`src/hw/rtl/bpa_pkg.sv`:
```
// ----------------------------------------------------------------------------
// bpa_pkg
// Shared widths, codes and types of the block pool allocator.
// ----------------------------------------------------------------------------
`default_nettype none

package bpa_pkg;

  // Table geometry
  localparam int MAX_BLOCKS = 256;
  localparam int IDX_W      = $clog2(MAX_BLOCKS);  // table index
  localparam int CNT_W      = IDX_W + 1;           // block counts up to MAX_BLOCKS
  localparam int ENTRY_W    = 8;
  localparam int MAX_RUN    = 254;

  // Field widths
  localparam int BYTES_W = 21;
  localparam int ADDR_W  = 32;
  localparam int BLK_W   = 13;
  localparam int PROD_W  = CNT_W + BLK_W;
  localparam int DIV_STEP_W = $clog2(BYTES_W);

  localparam logic [ENTRY_W-1:0] RESERVED_MARK = 8'hFF;
  localparam logic [ENTRY_W-1:0] ENTRY_FREE    = 8'h00;

  // Transaction kinds
  localparam logic [1:0] KIND_ALLOC   = 2'd0;
  localparam logic [1:0] KIND_RELEASE = 2'd1;
  localparam logic [1:0] KIND_INIT    = 2'd2;

  // Result status
  localparam logic [1:0] STATUS_DONE     = 2'd0;
  localparam logic [1:0] STATUS_NO_FIT   = 2'd1;
  localparam logic [1:0] STATUS_RANGE    = 2'd2;

  // Register map (word index = paddr[3:2])
  localparam int PADDR_W = 4;
  localparam logic [1:0] REG_BASE  = 2'd0;
  localparam logic [1:0] REG_POOL  = 2'd1;
  localparam logic [1:0] REG_BLOCK = 2'd2;

  localparam logic [ADDR_W-1:0]  RESET_BASE  = 32'd0;
  localparam logic [BYTES_W-1:0] RESET_POOL  = 21'd8192;
  localparam logic [BLK_W-1:0]   RESET_BLOCK = 13'd32;

  // Divider result toward the controller
  typedef struct packed {
    logic               done;
    logic [BYTES_W-1:0] quotient;
    logic [BLK_W-1:0]   remainder;
  } div_result_t;

  // What a pending division is for
  typedef enum logic [1:0] {
    DIV_BLOCKS   = 2'd0,
    DIV_RESERVED = 2'd1,
    DIV_NEED     = 2'd2,
    DIV_INDEX    = 2'd3
  } div_use_t;

endpackage

`default_nettype wire

```
`src/hw/rtl/bpa_div.sv`:
```
// ----------------------------------------------------------------------------
// bpa_div
// Restoring divider, one quotient bit per cycle.
// ----------------------------------------------------------------------------
`default_nettype none

module bpa_div (
  input  logic                         clk,
  input  logic                         rst,
  input  logic                         start,
  input  logic [bpa_pkg::BYTES_W-1:0]  dividend,
  input  logic [bpa_pkg::BLK_W-1:0]    divisor,
  output bpa_pkg::div_result_t         result
);

  logic                             active;
  logic                             done;
  logic [bpa_pkg::DIV_STEP_W-1:0]   step;
  logic [bpa_pkg::BYTES_W-1:0]      quo;
  logic [bpa_pkg::BLK_W-1:0]        rem;
  logic [bpa_pkg::BLK_W:0]          trial;
  logic [bpa_pkg::BLK_W:0]          diff;
  logic                             ge;

  assign trial = {rem, quo[bpa_pkg::BYTES_W-1]};
  assign diff  = trial - {1'b0, divisor};
  assign ge    = (trial >= {1'b0, divisor});

  always_ff @(posedge clk) begin
    if (rst) begin
      active <= 1'b0;
      done   <= 1'b0;
    end else begin
      done <= 1'b0;
      if (start) begin
        active <= 1'b1;
        step   <= '0;
        quo    <= dividend;
        rem    <= '0;
      end else if (active) begin
        quo  <= {quo[bpa_pkg::BYTES_W-2:0], ge};
        rem  <= ge ? diff[bpa_pkg::BLK_W-1:0] : trial[bpa_pkg::BLK_W-1:0];
        step <= step + bpa_pkg::DIV_STEP_W'(1);
        if (step == bpa_pkg::DIV_STEP_W'(bpa_pkg::BYTES_W - 1)) begin
          active <= 1'b0;
          done   <= 1'b1;
        end
      end
    end
  end

  assign result.done      = done;
  assign result.quotient  = quo;
  assign result.remainder = rem;

endmodule

`default_nettype wire

```
`src/hw/rtl/block_pool_allocator.sv`:
```
// ----------------------------------------------------------------------------
// block_pool_allocator
// First-fit fixed-block pool allocator with a one-byte-per-block table.
// ----------------------------------------------------------------------------
// A transaction is taken when start is high and busy is low; exactly one
// result follows, shown for a single cycle with done high, and it cannot be
// held off, so the receiver must take it then. One transaction is worked on
// at a time. An allocate runs the round-up division, then scans table
// entries (up to the block count) and writes one entry per block granted;
// a release runs a division, reads the stored length and clears one entry
// per block; an initialise runs two divisions (none for a zero block size)
// and then a sweep that rewrites every one of the 256 table entries. The
// table memory's single read port and single write port and the
// bit-serial divider set the pace of these steps. After reset the block runs
// the same initialise sequence with the register reset values, holding busy
// high meanwhile; no result is given for it. Registers written over the
// APB-style port take effect at the next initialise transaction.
// ----------------------------------------------------------------------------
`default_nettype none

module block_pool_allocator (
  input  logic                              clk,
  input  logic                              rst,
  // command side
  input  logic                              start,
  output logic                              busy,
  input  logic [1:0]                        kind,
  input  logic [bpa_pkg::BYTES_W-1:0]       request_bytes,
  input  logic [bpa_pkg::ADDR_W-1:0]        release_address,
  // result side
  output logic                              done,
  output logic [1:0]                        status,
  output logic [bpa_pkg::ADDR_W-1:0]        granted_address,
  output logic [bpa_pkg::BYTES_W-1:0]       free_bytes,
  // configuration
  input  logic                              psel,
  input  logic                              penable,
  input  logic                              pwrite,
  input  logic [bpa_pkg::PADDR_W-1:0]       paddr,
  input  logic [31:0]                       pwdata,
  output logic [31:0]                       prdata,
  output logic                              pready
);

  // One-hot controller states
  typedef enum logic [12:0] {
    ST_IDLE      = 13'b0000000000001,
    ST_INIT      = 13'b0000000000010,
    ST_DIV       = 13'b0000000000100,
    ST_GEO_MUL   = 13'b0000000001000,
    ST_CLEAR     = 13'b0000000010000,
    ST_SCAN      = 13'b0000000100000,
    ST_FILL      = 13'b0000001000000,
    ST_CHARGE    = 13'b0000010000000,
    ST_GRANT     = 13'b0000100000000,
    ST_REL_READ  = 13'b0001000000000,
    ST_REL_LEN   = 13'b0010000000000,
    ST_REL_CLEAR = 13'b0100000000000,
    ST_CREDIT    = 13'b1000000000000
  } state_t;

  state_t state;

  // Config registers
  logic [bpa_pkg::ADDR_W-1:0]  base_address;
  logic [bpa_pkg::BYTES_W-1:0] pool_bytes;
  logic [bpa_pkg::BLK_W-1:0]   block_bytes;
  logic                        cfg_write;

  // Geometry latched at initialise
  logic [bpa_pkg::ADDR_W-1:0]  geo_base;
  logic [bpa_pkg::BLK_W-1:0]   geo_block;
  logic [bpa_pkg::CNT_W-1:0]   geo_blocks;
  logic [bpa_pkg::CNT_W-1:0]   geo_usable;
  logic [bpa_pkg::BYTES_W-1:0] geo_limit;
  logic [bpa_pkg::BYTES_W-1:0] free_count;

  logic silent;  // initialise after reset: no result

  // Divider hookup
  logic                         div_start;
  logic [bpa_pkg::BYTES_W-1:0]  div_arg;
  bpa_pkg::div_use_t            div_use;
  bpa_pkg::div_result_t         div_res;

  // Block table: 1R1W, registered read
  logic [bpa_pkg::ENTRY_W-1:0]  table_mem [bpa_pkg::MAX_BLOCKS];
  logic                         mem_we;
  logic [bpa_pkg::IDX_W-1:0]    mem_waddr;
  logic [bpa_pkg::ENTRY_W-1:0]  mem_wdata;
  logic [bpa_pkg::IDX_W-1:0]    mem_raddr;
  logic [bpa_pkg::ENTRY_W-1:0]  rd_data;

  // Sweep / scan / fill / release working registers
  logic [bpa_pkg::IDX_W-1:0]    clr_ptr;
  logic [bpa_pkg::IDX_W-1:0]    iss_ptr;
  logic                         iss_live;
  logic [bpa_pkg::IDX_W-1:0]    chk_ptr;
  logic                         chk_live;
  logic [bpa_pkg::ENTRY_W-1:0]  run;
  logic [bpa_pkg::ENTRY_W-1:0]  need;
  logic [bpa_pkg::IDX_W-1:0]    hit_off;
  logic [bpa_pkg::IDX_W-1:0]    fill_ptr;
  logic [bpa_pkg::ENTRY_W-1:0]  fill_cnt;
  logic [bpa_pkg::CNT_W-1:0]    rel_ptr;
  logic [bpa_pkg::ENTRY_W-1:0]  rel_len;
  logic [bpa_pkg::ENTRY_W-1:0]  rel_cnt;
  logic [bpa_pkg::PROD_W-1:0]   prod;

  // Shared multiplier, operand picked by state
  logic [bpa_pkg::CNT_W-1:0]    mul_a;
  logic [bpa_pkg::PROD_W-1:0]   product;

  // Misc combinational terms
  logic [bpa_pkg::ADDR_W-1:0]   rel_off;
  logic [bpa_pkg::CNT_W-1:0]    blocks_sat;
  logic [bpa_pkg::CNT_W-1:0]    reserved;
  logic [bpa_pkg::BYTES_W:0]    need_w;
  logic [bpa_pkg::CNT_W-1:0]    scan_top;
  logic [bpa_pkg::ENTRY_W-1:0]  run_new;
  logic                         clr_mark;
  logic                         rel_go;
  logic [bpa_pkg::BYTES_W-1:0]  gained;
  logic [bpa_pkg::BYTES_W-1:0]  headroom;
  logic [bpa_pkg::BYTES_W-1:0]  credit;

  bpa_div u_div (
    .clk      (clk),
    .rst      (rst),
    .start    (div_start),
    .dividend (div_arg),
    .divisor  (geo_block),
    .result   (div_res)
  );

  assign busy   = (state != ST_IDLE);
  assign pready = 1'b1;
  assign cfg_write = psel & penable & pwrite;

  always_comb begin
    unique case (paddr[3:2])
      bpa_pkg::REG_BASE:  prdata = base_address;
      bpa_pkg::REG_POOL:  prdata = 32'(pool_bytes);
      bpa_pkg::REG_BLOCK: prdata = 32'(block_bytes);
      default:            prdata = '0;
    endcase
  end

  assign rel_off = release_address - geo_base;

  assign blocks_sat = (div_res.quotient > bpa_pkg::BYTES_W'(bpa_pkg::MAX_BLOCKS))
                    ? bpa_pkg::CNT_W'(bpa_pkg::MAX_BLOCKS)
                    : div_res.quotient[bpa_pkg::CNT_W-1:0];
  // ceil() from quotient and remainder
  assign reserved = div_res.quotient[bpa_pkg::CNT_W-1:0]
                  + bpa_pkg::CNT_W'(div_res.remainder != '0);
  assign need_w   = {1'b0, div_res.quotient}
                  + (bpa_pkg::BYTES_W+1)'(div_res.remainder != '0);
  assign scan_top = geo_blocks - bpa_pkg::CNT_W'(1);

  assign run_new  = (rd_data == bpa_pkg::ENTRY_FREE) ? run + bpa_pkg::ENTRY_W'(1) : '0;
  assign clr_mark = ({1'b0, clr_ptr} >= geo_usable) && ({1'b0, clr_ptr} < geo_blocks);
  assign rel_go   = (rel_cnt < rel_len) && (rel_ptr < geo_usable);

  // Release credit saturates at the usable area
  assign gained   = prod[bpa_pkg::BYTES_W-1:0];
  assign headroom = geo_limit - free_count;
  assign credit   = (gained > headroom) ? geo_limit : free_count + gained;

  always_comb begin
    unique case (state)
      ST_GEO_MUL:   mul_a = geo_usable;
      ST_FILL:      mul_a = bpa_pkg::CNT_W'(need);
      ST_CHARGE:    mul_a = bpa_pkg::CNT_W'(hit_off);
      ST_REL_CLEAR: mul_a = bpa_pkg::CNT_W'(rel_cnt);
      default:      mul_a = '0;
    endcase
  end

  assign product = bpa_pkg::PROD_W'(mul_a) * bpa_pkg::PROD_W'(geo_block);

  // Table port steering
  always_comb begin
    mem_we    = 1'b0;
    mem_waddr = '0;
    mem_wdata = bpa_pkg::ENTRY_FREE;
    mem_raddr = '0;
    unique case (state)
      ST_CLEAR: begin
        mem_we    = 1'b1;
        mem_waddr = clr_ptr;
        mem_wdata = clr_mark ? bpa_pkg::RESERVED_MARK : bpa_pkg::ENTRY_FREE;
      end
      ST_SCAN: begin
        mem_raddr = iss_ptr;
      end
      ST_FILL: begin
        mem_we    = 1'b1;
        mem_waddr = fill_ptr;
        mem_wdata = need;
      end
      ST_REL_READ: begin
        mem_raddr = rel_ptr[bpa_pkg::IDX_W-1:0];
      end
      ST_REL_CLEAR: begin
        mem_we    = rel_go;
        mem_waddr = rel_ptr[bpa_pkg::IDX_W-1:0];
      end
      default: begin
      end
    endcase
  end

  always_ff @(posedge clk) begin
    if (mem_we) begin
      table_mem[mem_waddr] <= mem_wdata;
    end
    rd_data <= table_mem[mem_raddr];
  end

  // Controller
  always_ff @(posedge clk) begin
    if (rst) begin
      state        <= ST_INIT;
      silent       <= 1'b1;
      done         <= 1'b0;
      div_start    <= 1'b0;
      iss_live     <= 1'b0;
      chk_live     <= 1'b0;
      base_address <= bpa_pkg::RESET_BASE;
      pool_bytes   <= bpa_pkg::RESET_POOL;
      block_bytes  <= bpa_pkg::RESET_BLOCK;
    end else begin
      done      <= 1'b0;
      div_start <= 1'b0;

      if (cfg_write) begin
        unique case (paddr[3:2])
          bpa_pkg::REG_BASE:  base_address <= pwdata;
          bpa_pkg::REG_POOL:  pool_bytes   <= pwdata[bpa_pkg::BYTES_W-1:0];
          bpa_pkg::REG_BLOCK: block_bytes  <= pwdata[bpa_pkg::BLK_W-1:0];
          default: begin
          end
        endcase
      end

      unique case (state)
        ST_IDLE: begin
          if (start) begin
            unique case (kind)
              bpa_pkg::KIND_ALLOC: begin
                if (request_bytes == '0 || request_bytes > free_count ||
                    geo_block == '0 || geo_blocks == '0) begin
                  done            <= 1'b1;
                  status          <= bpa_pkg::STATUS_NO_FIT;
                  granted_address <= '0;
                  free_bytes      <= free_count;
                end else begin
                  div_arg   <= request_bytes;
                  div_start <= 1'b1;
                  div_use   <= bpa_pkg::DIV_NEED;
                  state     <= ST_DIV;
                end
              end
              bpa_pkg::KIND_RELEASE: begin
                if (rel_off >= bpa_pkg::ADDR_W'(geo_limit)) begin
                  done            <= 1'b1;
                  status          <= bpa_pkg::STATUS_RANGE;
                  granted_address <= '0;
                  free_bytes      <= free_count;
                end else begin
                  div_arg   <= rel_off[bpa_pkg::BYTES_W-1:0];
                  div_start <= 1'b1;
                  div_use   <= bpa_pkg::DIV_INDEX;
                  state     <= ST_DIV;
                end
              end
              bpa_pkg::KIND_INIT: begin
                state <= ST_INIT;
              end
              default: begin
                // unused kind: no-op
                done            <= 1'b1;
                status          <= bpa_pkg::STATUS_DONE;
                granted_address <= '0;
                free_bytes      <= free_count;
              end
            endcase
          end
        end

        ST_INIT: begin
          geo_base  <= base_address;
          geo_block <= block_bytes;
          if (block_bytes == '0) begin
            geo_blocks <= '0;
            geo_usable <= '0;
            state      <= ST_GEO_MUL;
          end else begin
            div_arg   <= pool_bytes;
            div_start <= 1'b1;
            div_use   <= bpa_pkg::DIV_BLOCKS;
            state     <= ST_DIV;
          end
        end

        ST_DIV: begin
          if (div_res.done) begin
            unique case (div_use)
              bpa_pkg::DIV_BLOCKS: begin
                geo_blocks <= blocks_sat;
                div_arg    <= bpa_pkg::BYTES_W'(blocks_sat);
                div_start  <= 1'b1;
                div_use    <= bpa_pkg::DIV_RESERVED;
              end
              bpa_pkg::DIV_RESERVED: begin
                geo_usable <= geo_blocks - reserved;
                state      <= ST_GEO_MUL;
              end
              bpa_pkg::DIV_NEED: begin
                if (need_w > (bpa_pkg::BYTES_W+1)'(bpa_pkg::MAX_RUN)) begin
                  done            <= 1'b1;
                  status          <= bpa_pkg::STATUS_NO_FIT;
                  granted_address <= '0;
                  free_bytes      <= free_count;
                  state           <= ST_IDLE;
                end else begin
                  need     <= need_w[bpa_pkg::ENTRY_W-1:0];
                  iss_ptr  <= scan_top[bpa_pkg::IDX_W-1:0];
                  iss_live <= 1'b1;
                  chk_live <= 1'b0;
                  run      <= '0;
                  state    <= ST_SCAN;
                end
              end
              bpa_pkg::DIV_INDEX: begin
                rel_ptr <= {1'b0, div_res.quotient[bpa_pkg::IDX_W-1:0]};
                state   <= ST_REL_READ;
              end
            endcase
          end
        end

        ST_GEO_MUL: begin
          geo_limit  <= product[bpa_pkg::BYTES_W-1:0];
          free_count <= product[bpa_pkg::BYTES_W-1:0];
          clr_ptr    <= '0;
          state      <= ST_CLEAR;
        end

        ST_CLEAR: begin
          clr_ptr <= clr_ptr + bpa_pkg::IDX_W'(1);
          if (clr_ptr == bpa_pkg::IDX_W'(bpa_pkg::MAX_BLOCKS - 1)) begin
            state <= ST_IDLE;
            if (silent) begin
              silent <= 1'b0;
            end else begin
              done            <= 1'b1;
              status          <= bpa_pkg::STATUS_DONE;
              granted_address <= '0;
              free_bytes      <= free_count;
            end
          end
        end

        // Each read is issued in the cycle before its entry is checked
        ST_SCAN: begin
          chk_live <= iss_live;
          chk_ptr  <= iss_ptr;
          if (iss_live) begin
            if (iss_ptr == '0) begin
              iss_live <= 1'b0;
            end else begin
              iss_ptr <= iss_ptr - bpa_pkg::IDX_W'(1);
            end
          end
          if (chk_live) begin
            if (run_new == need) begin
              hit_off  <= chk_ptr;
              fill_ptr <= chk_ptr;
              fill_cnt <= '0;
              iss_live <= 1'b0;
              chk_live <= 1'b0;
              state    <= ST_FILL;
            end else begin
              run <= run_new;
              if (chk_ptr == '0) begin
                iss_live        <= 1'b0;
                chk_live        <= 1'b0;
                done            <= 1'b1;
                status          <= bpa_pkg::STATUS_NO_FIT;
                granted_address <= '0;
                free_bytes      <= free_count;
                state           <= ST_IDLE;
              end
            end
          end
        end

        ST_FILL: begin
          fill_ptr <= fill_ptr + bpa_pkg::IDX_W'(1);
          fill_cnt <= fill_cnt + bpa_pkg::ENTRY_W'(1);
          if (fill_cnt == need - bpa_pkg::ENTRY_W'(1)) begin
            prod  <= product;  // need * block
            state <= ST_CHARGE;
          end
        end

        ST_CHARGE: begin
          free_count <= free_count - prod[bpa_pkg::BYTES_W-1:0];
          prod       <= product;  // offset * block
          state      <= ST_GRANT;
        end

        ST_GRANT: begin
          done            <= 1'b1;
          status          <= bpa_pkg::STATUS_DONE;
          granted_address <= geo_base + bpa_pkg::ADDR_W'(prod);
          free_bytes      <= free_count;
          state           <= ST_IDLE;
        end

        ST_REL_READ: begin
          state <= ST_REL_LEN;
        end

        ST_REL_LEN: begin
          rel_len <= rd_data;
          rel_cnt <= '0;
          state   <= ST_REL_CLEAR;
        end

        // Clear stored length upward, stopping at the usable limit
        ST_REL_CLEAR: begin
          if (rel_go) begin
            rel_ptr <= rel_ptr + bpa_pkg::CNT_W'(1);
            rel_cnt <= rel_cnt + bpa_pkg::ENTRY_W'(1);
          end else begin
            prod  <= product;  // cleared * block
            state <= ST_CREDIT;
          end
        end

        ST_CREDIT: begin
          free_count      <= credit;
          done            <= 1'b1;
          status          <= bpa_pkg::STATUS_DONE;
          granted_address <= '0;
          free_bytes      <= credit;
          state           <= ST_IDLE;
        end

        default: begin
          state <= ST_IDLE;
        end
      endcase
    end
  end

endmodule

`default_nettype wire

```
`config.mk`:
```
export PLATFORM = sky130hd
export DESIGN_NAME = block_pool_allocator
export DESIGN_NICKNAME = d
export VERILOG_FILES = /design/src/hw/rtl/bpa_pkg.sv /design/src/hw/rtl/bpa_div.sv /design/src/hw/rtl/block_pool_allocator.sv
export SDC_FILE = /design/constraint.sdc
export NUM_CORES = 2
export LEC_CHECK = 0
export ABC_AREA = 1
export BUFFER_PORTS_ARGS = -buffer_cell sky130_fd_sc_hd__buf_4
export CAP_MARGIN = 15
export CORE_ASPECT_RATIO = 0.75
export CORE_UTILIZATION = 63
export DETAILED_ROUTE_END_ITERATION = 10
export GPL_TIMING_DRIVEN = 1
export PLACE_DENSITY = 0.81
export SETUP_SLACK_MARGIN = 0.15
export SYNTH_ARGS = -nofsm -noshare
export SYNTH_HDL_FRONTEND = slang
export SYNTH_SLANG_ARGS = --single-unit
```
`constraint.sdc`:
```
create_clock -name clk -period 17.2 [get_ports clk]
set_clock_uncertainty 0.2 [all_clocks]
set_input_delay 0 -clock clk [delete_from_list [all_inputs] [get_ports clk]]
set_output_delay 0 -clock clk [all_outputs]
set_load 0.005 [all_outputs]
```
# Word-level counts from Yosys, hierarchy flattened
# Memories as Yosys holds them, arrays and structs flattened. A register that Yosys moved wholly into a read port is not among the register bits.
# Index checks and enable logic that the tools add are counted.
# word_totals
mem_count	1
out_inout_bits	90
ff_bits	419
ramBits	2048
# op_classes
n_reduce_logical	57
n_eq_ne	55
muxes	164
bitwise_logic	5
n_lt_le_gt_ge	10
mul	1
n_addsub	19
# mem_list
name	words	word_bits	read_ports	rd_clocked_by_memory_dff	write_ports	line	text
table_mem	256	8	1	1	1	block_pool_allocator.sv:87	logic [bpa_pkg::ENTRY_W-1:0] table_mem [bpa_pkg::MAX_BLOCKS];
# op_table
operator	count
21-bit two-way mux	20
32-bit two-way mux	11
32-bit one-hot mux with 3 select lines	2
32-bit one-hot mux with 6 select lines	1
21-bit one-hot mux with 3 select lines	3
13-bit two-way mux	12
13-bit one-hot mux with 11 select lines	1
8-bit two-way mux	17
8-bit one-hot mux with 2 select lines	8
21-bit one-hot mux with 6 select lines	1
9-bit two-way mux	9
13-bit one-hot mux with 3 select lines	2
22-bit one-hot mux with 3 select lines	1
9-bit one-hot mux with 2 select lines	3
22-bit two-way mux	2
21-bit greater-than comparator	2
21-bit one-hot mux with 2 select lines	1
21-bit subtractor	2
8-bit by 1-bit adder with 8-bit output, second input constant	5
1-bit two-way mux	37
2-bit inequality test, second input constant	18
9-bit one-hot mux with 4 select lines	1
2-bit two-way mux	17
32-bit by 22-bit adder with 32-bit output	1
other kinds (76)	134

# Longest topological paths before layout
# logic_depth
ltp_word	8
depth_mapped	36
ltp_nobuf	36

# Cells and area by module
# Synthesis repeated with hierarchy kept, for this count alone.
# hier_totals
hier_cells	12122
area_unflattened_um2	118098.3
# modules_own_cells
module	cells_per_inst	area_each_um2	instances
block_pool_allocator	11749	115283.1	1
bpa_div	373	2815.2	1

# Least setup slack after synthesis
# No wires, ideal clock.
# synth_path
path_type	reg2reg
startpoint	register state[0]
endpoint	memory table_mem[0][1] (netlist bit) (data pin)
path_buffers	2
synth_period_minus_slack_ps	13536
path_slack_ps	3664
path_stages_with_launch	8
t_required_ps	14811
t_arrival_ps	11147
setup_ps	2189
path_cell_list	dfxtp_1 > nor2_1 > nand2_1 > nor3_2 > nand2_1 > buf_2 > clkbuf_1 > o21ai_0
# synth_between
elab_chain_cells	2
elab_cells_between_ends	3
# synth_rtl
element	line	text
start: declaration	block_pool_allocator.sv:62	state_t state;
start signal: assignment	block_pool_allocator.sv:224	state <= ST_INIT;
start signal: assignment	block_pool_allocator.sv:262	state <= ST_DIV;
start signal: assignment	block_pool_allocator.sv:275	state <= ST_DIV;
13-bit by 7-bit == test with 1-bit output / 13-bit by 5-bit == test with 1-bit output (equally long branches)	block_pool_allocator.sv:188	unique case (state)
8-bit one-hot mux with 2 select lines (*)	block_pool_allocator.sv:188	
named net mem_wdata (one bit)	block_pool_allocator.sv:90	logic [bpa_pkg::ENTRY_W-1:0] mem_wdata;
end: declaration	block_pool_allocator.sv:87	
# Mark *: on every way through the listed nets, which the timed path passes. The rest lies on a longest branch.

# Worst setup path after layout
# layout_path
startpoint	register state[3]
endpoint	register free_count[18] (netlist bit) (data pin)
# layout_between
elab_chain_cells	4
elab_cells_between_ends	8
# layout_rtl
element	line	text
13-bit by 12-bit == test with 1-bit output, or another cell as far along	block_pool_allocator.sv:171	unique case (state)
9-bit one-hot mux with 4 select lines (*)	block_pool_allocator.sv:171	
9-bit by 13-bit multiplier with 22-bit output (*)	block_pool_allocator.sv:180	assign product = bpa_pkg::PROD_W'(mul_a) * bpa_pkg::PROD_W'(geo_block);
named net product (one bit)	block_pool_allocator.sv:112	logic [bpa_pkg::PROD_W-1:0] product;
21-bit one-hot mux with 3 select lines (*)	block_pool_allocator.sv:247	unique case (state)
end signal: assignment	block_pool_allocator.sv:346	free_count <= product[bpa_pkg::BYTES_W-1:0];
end signal: assignment	block_pool_allocator.sv:410	free_count <= free_count - prod[bpa_pkg::BYTES_W-1:0];
end signal: assignment	block_pool_allocator.sv:445	free_count <= credit;
end: declaration	block_pool_allocator.sv:76	logic [bpa_pkg::BYTES_W-1:0] free_count;
# Marked as above.
# A chain may end at the register's enable or synchronous reset.

==> reports/metrics.cfg <==
[worst_hold_path]
hp-class = input port to flop
hold_path_end = div_arg[0]$_DFFE_PP_
hold_depth = 5
worstHoldStart = request_bytes[0]

[setup_path]
ff2ff_path_depth = 33
end_kind = flop
slowest_delay_ns = 0.84
cpMostUsedCell = nand2_1
startpoint = state[3]$_SDFFE_PP0P_
cp-start-kind = flop
crit_type = flop to flop
critical_path.slowest_cell = nor2_1
regToRegEndpoint = free_count[18]$_DFFE_PP_
regToRegSetupSlack_ns = 9.35
critPathRequiredTime_ns = 17.71
critical_path_peak_fanout = 10
arrival_ns = 8.36
r2r-start = state[3]$_SDFFE_PP0P_

[sta]
setup_viol = 0
worstMarginPinSlew_ns = 1.70
period_minus_slack_ns = 7.85
hold_viol = 0
fmax_mhz = 127
rsz0062_at_grt = false
period_share_pct = 45.6
tns_ns = 0
relSlewSlack_pct = -13.1
slew_violations = 79
timing.final.ws_setup_ns = 9.35

[global_route]
antenna_found_initial = 17
grt_pass1_wl_mm = 510
grt.total_usage_pct = 36.1
grt_pass1_vias = 82600
grt_overflow = 0
grt_max_degree = 201

[pwr]
power.density_nw_per_um2 = 108
cellLeakagePower_nw = 51.7
ir_worst_vdd_mv = 0.161

[cts]
path_clk_slew_ns = 0.07
root_buffer = clkbuf_16
clockBufferDepth = 3
cts_tree = done
ctsResizeCount = 0
cts-htree-levels = 4
clk_latency_ns = 0.91
numCtsBuffers = 224
cts_sinks = 2475

[floorplan]
die_area_um2 = 189000
fp.dieH_um = 376
ioPinCount = 187
initial_utilization_pct = 63.8
fp-row-count = 136
coreArea_um2 = 184000
die_x_um = 501

[logic_synthesis]
synthTopCellsByArea = edfxtp_1 (61%), nand2_1 (16%), nand3_1 (4.9%), ha_1 (3.1%), nor2_1 (2.3%)
synth.top_cell.area_share_pct = 60.7
synth_cell_type_count = 67
synth_xor_area_share_pct = 1.05
synth-async-reset-ratio_pct = 0
synthCells = 12000
synth_compound_area_share_pct = 3.59
synth-edff-count = 2381
yosys_most_used_dff = edfxtp_1
synth-seq-cells = 2475
ys_seq_area_share_pct = 62.3
synth_fp_nets = 12400
netlist_area_um2 = 118000
yosysWarnings = 0
synth-adder-area-share_pct = 4.52
yosysTopAreaCell = edfxtp_1
synth.area.mux_share_pct = 0
synth_top_family_by_area = simple AND/OR/NAND/NOR gates
yosys.area_share.simple_pct = 23.7
syn_area_per_cell_um2 = 9.84

[run_status]
violations = max-slew violations
status = complete, but fails checks

[cells_and_area]
final_nets = 12500
design_area_um2 = 129000
drive_above_1_share_pct = 5.68
fillerInstances = 13100
area_growth_pct = 9.80

[routing]
drcViolationCount = 0
first_pass_iters = 7
drt_iter0_drc = 13800
drt-wirelength-per-cell_um = 23.4
vias_per_cell = 6.06
via_count = 89300
antenna_left = 0
routed_wl_mm = 344

[place]
hpwlAfterDp_mm = 215
place.gp.congestion = 0.987
placed_area_um2 = 120000
port_buffers = 183
pre_cts_ws_ns = 9.56

[flow_run]
max_cap_violations = 0

[critical path, delay by kind of cell (launching register included)]
kind / cells / cell delay [ns]
and+or+nand+nor: 17 / 2.60
adders and majority gates: 6 / 2.16
AOI/OAI and AO/OA: 4 / 1.16
buffers and inverters: 5 / 0.83
xor gates and xnor gates: 1 / 0.39
DFF: 1 / 0.33
[final cells by class]
class / count / area (um2) / area share [%]
Clock buffer: 269 / 5900 / 4.56
Multi-Input combinational cell: 8214 / 38900 / 30.1
Tap cell: 2484 / 3110 / 2.40
Timing Repair Buffer: 429 / 3660 / 2.84
Antenna cell: 6 / 15.0 / 0.0116
Inverter: 706 / 2690 / 2.08
Clock inverter: 152 / 1540 / 1.19
Sequential cell: 2475 / 73400 / 56.8
[cells in the mapped netlist (all sizes together) (40+ instances only)]
master	number
o21ai	278
o211ai	46
fa	86
ha	288
nand2	4911
dfxtp	94
a21oi	279
inv	697
xor2	101
nor3	65
xnor2	40
edfxtp	2381
nand3	1148
buf	412
clkbuf	152
nor2	732
[worst max path at each step]
stage | end | slack, ns | cells past startpoint
after detailed placement | free_count[15]$_DFFE_PP_ | 9.56 | 27
after CTS | free_count[15]$_DFFE_PP_ | 9.51 | 27
final | free_count[18]$_DFFE_PP_ | 9.35 | 33
after floorplan | table_mem[0][1]$_DFFE_PP_ | 3.66 | 7
after global placement | free_count[15]$_DFFE_PP_ | 9.52 | 27
after global routing | free_count[18]$_DFFE_PP_ | 8.95 | 33
[sequential cells by signal, summed over array words and instances, names as in the netlist, 13 cells and up]
register / flops
base_address: 32
block_bytes: 13
div_arg: 21
free_bytes: 21
free_count: 21
geo_base: 32
geo_block: 13
geo_limit: 21
granted_address: 32
pool_bytes: 21
prod: 22
state: 13
table_mem: 2048
u_div.quo: 21
u_div.rem: 13
[layout by cell type, fill, tap and decap left out, drive strengths merged, types with 86 or more instances in the layout]
| cell type | instances |
|---|---|
| buf | 300 |
| fa | 86 |
| dfxtp | 94 |
| nand3 | 1148 |
| clkinv | 127 |
| a21oi | 279 |
| dlygate4sd3 | 129 |
| inv | 703 |
| xor2 | 101 |
| edfxtp | 2381 |
| nand2 | 4911 |
| nor2 | 732 |
| o21ai | 278 |
| clkbuf | 269 |
| ha | 288 |
[routing by layer]
metal	part of all wire (%)	up-vias	global-route usage [%]	wire length (um)
met5	0.028	-	0	98
met3	14	758	9.92	48700
met2	42	5989	51.3	146000
met1	40	42400	54.1	139000
li1	-	40100	-	-
met4	3.1	16	11.2	10800
[where the power goes]
part           internal, mW  switching [mW]  total (mW)
sequential             6.77           0.105        6.88
clock                  2.79            2.31        5.10
combinational         0.570            1.37        1.94
[per-stage QoR]
step	cells	utilization [%]	total power, mW	hold slack (ns)
floorplan	12000	-	8.13	-0.122
global placement	14200	65.3	8.77	0.0354
detailed placement	14200	65.3	8.81	0.0376
CTS	14700	70.0	13.8	0.00122
global route	14700	70.1	14.3	0.0456
finish	14700	70.1	13.9	0.0584
[logic make-up after synthesis]
kind of cell	after synthesis
fa+ha+maj	374
xor+xnor	141
buf+inv	1270
simple gates	6952
compound gates	746
flops	2475
other cells	1
[timing repair]
item	CTS	global route
hold buffers	129	0
buffers inserted	0	0
hold endpoints to repair	316	0
(Power assumes the default switching activity.)
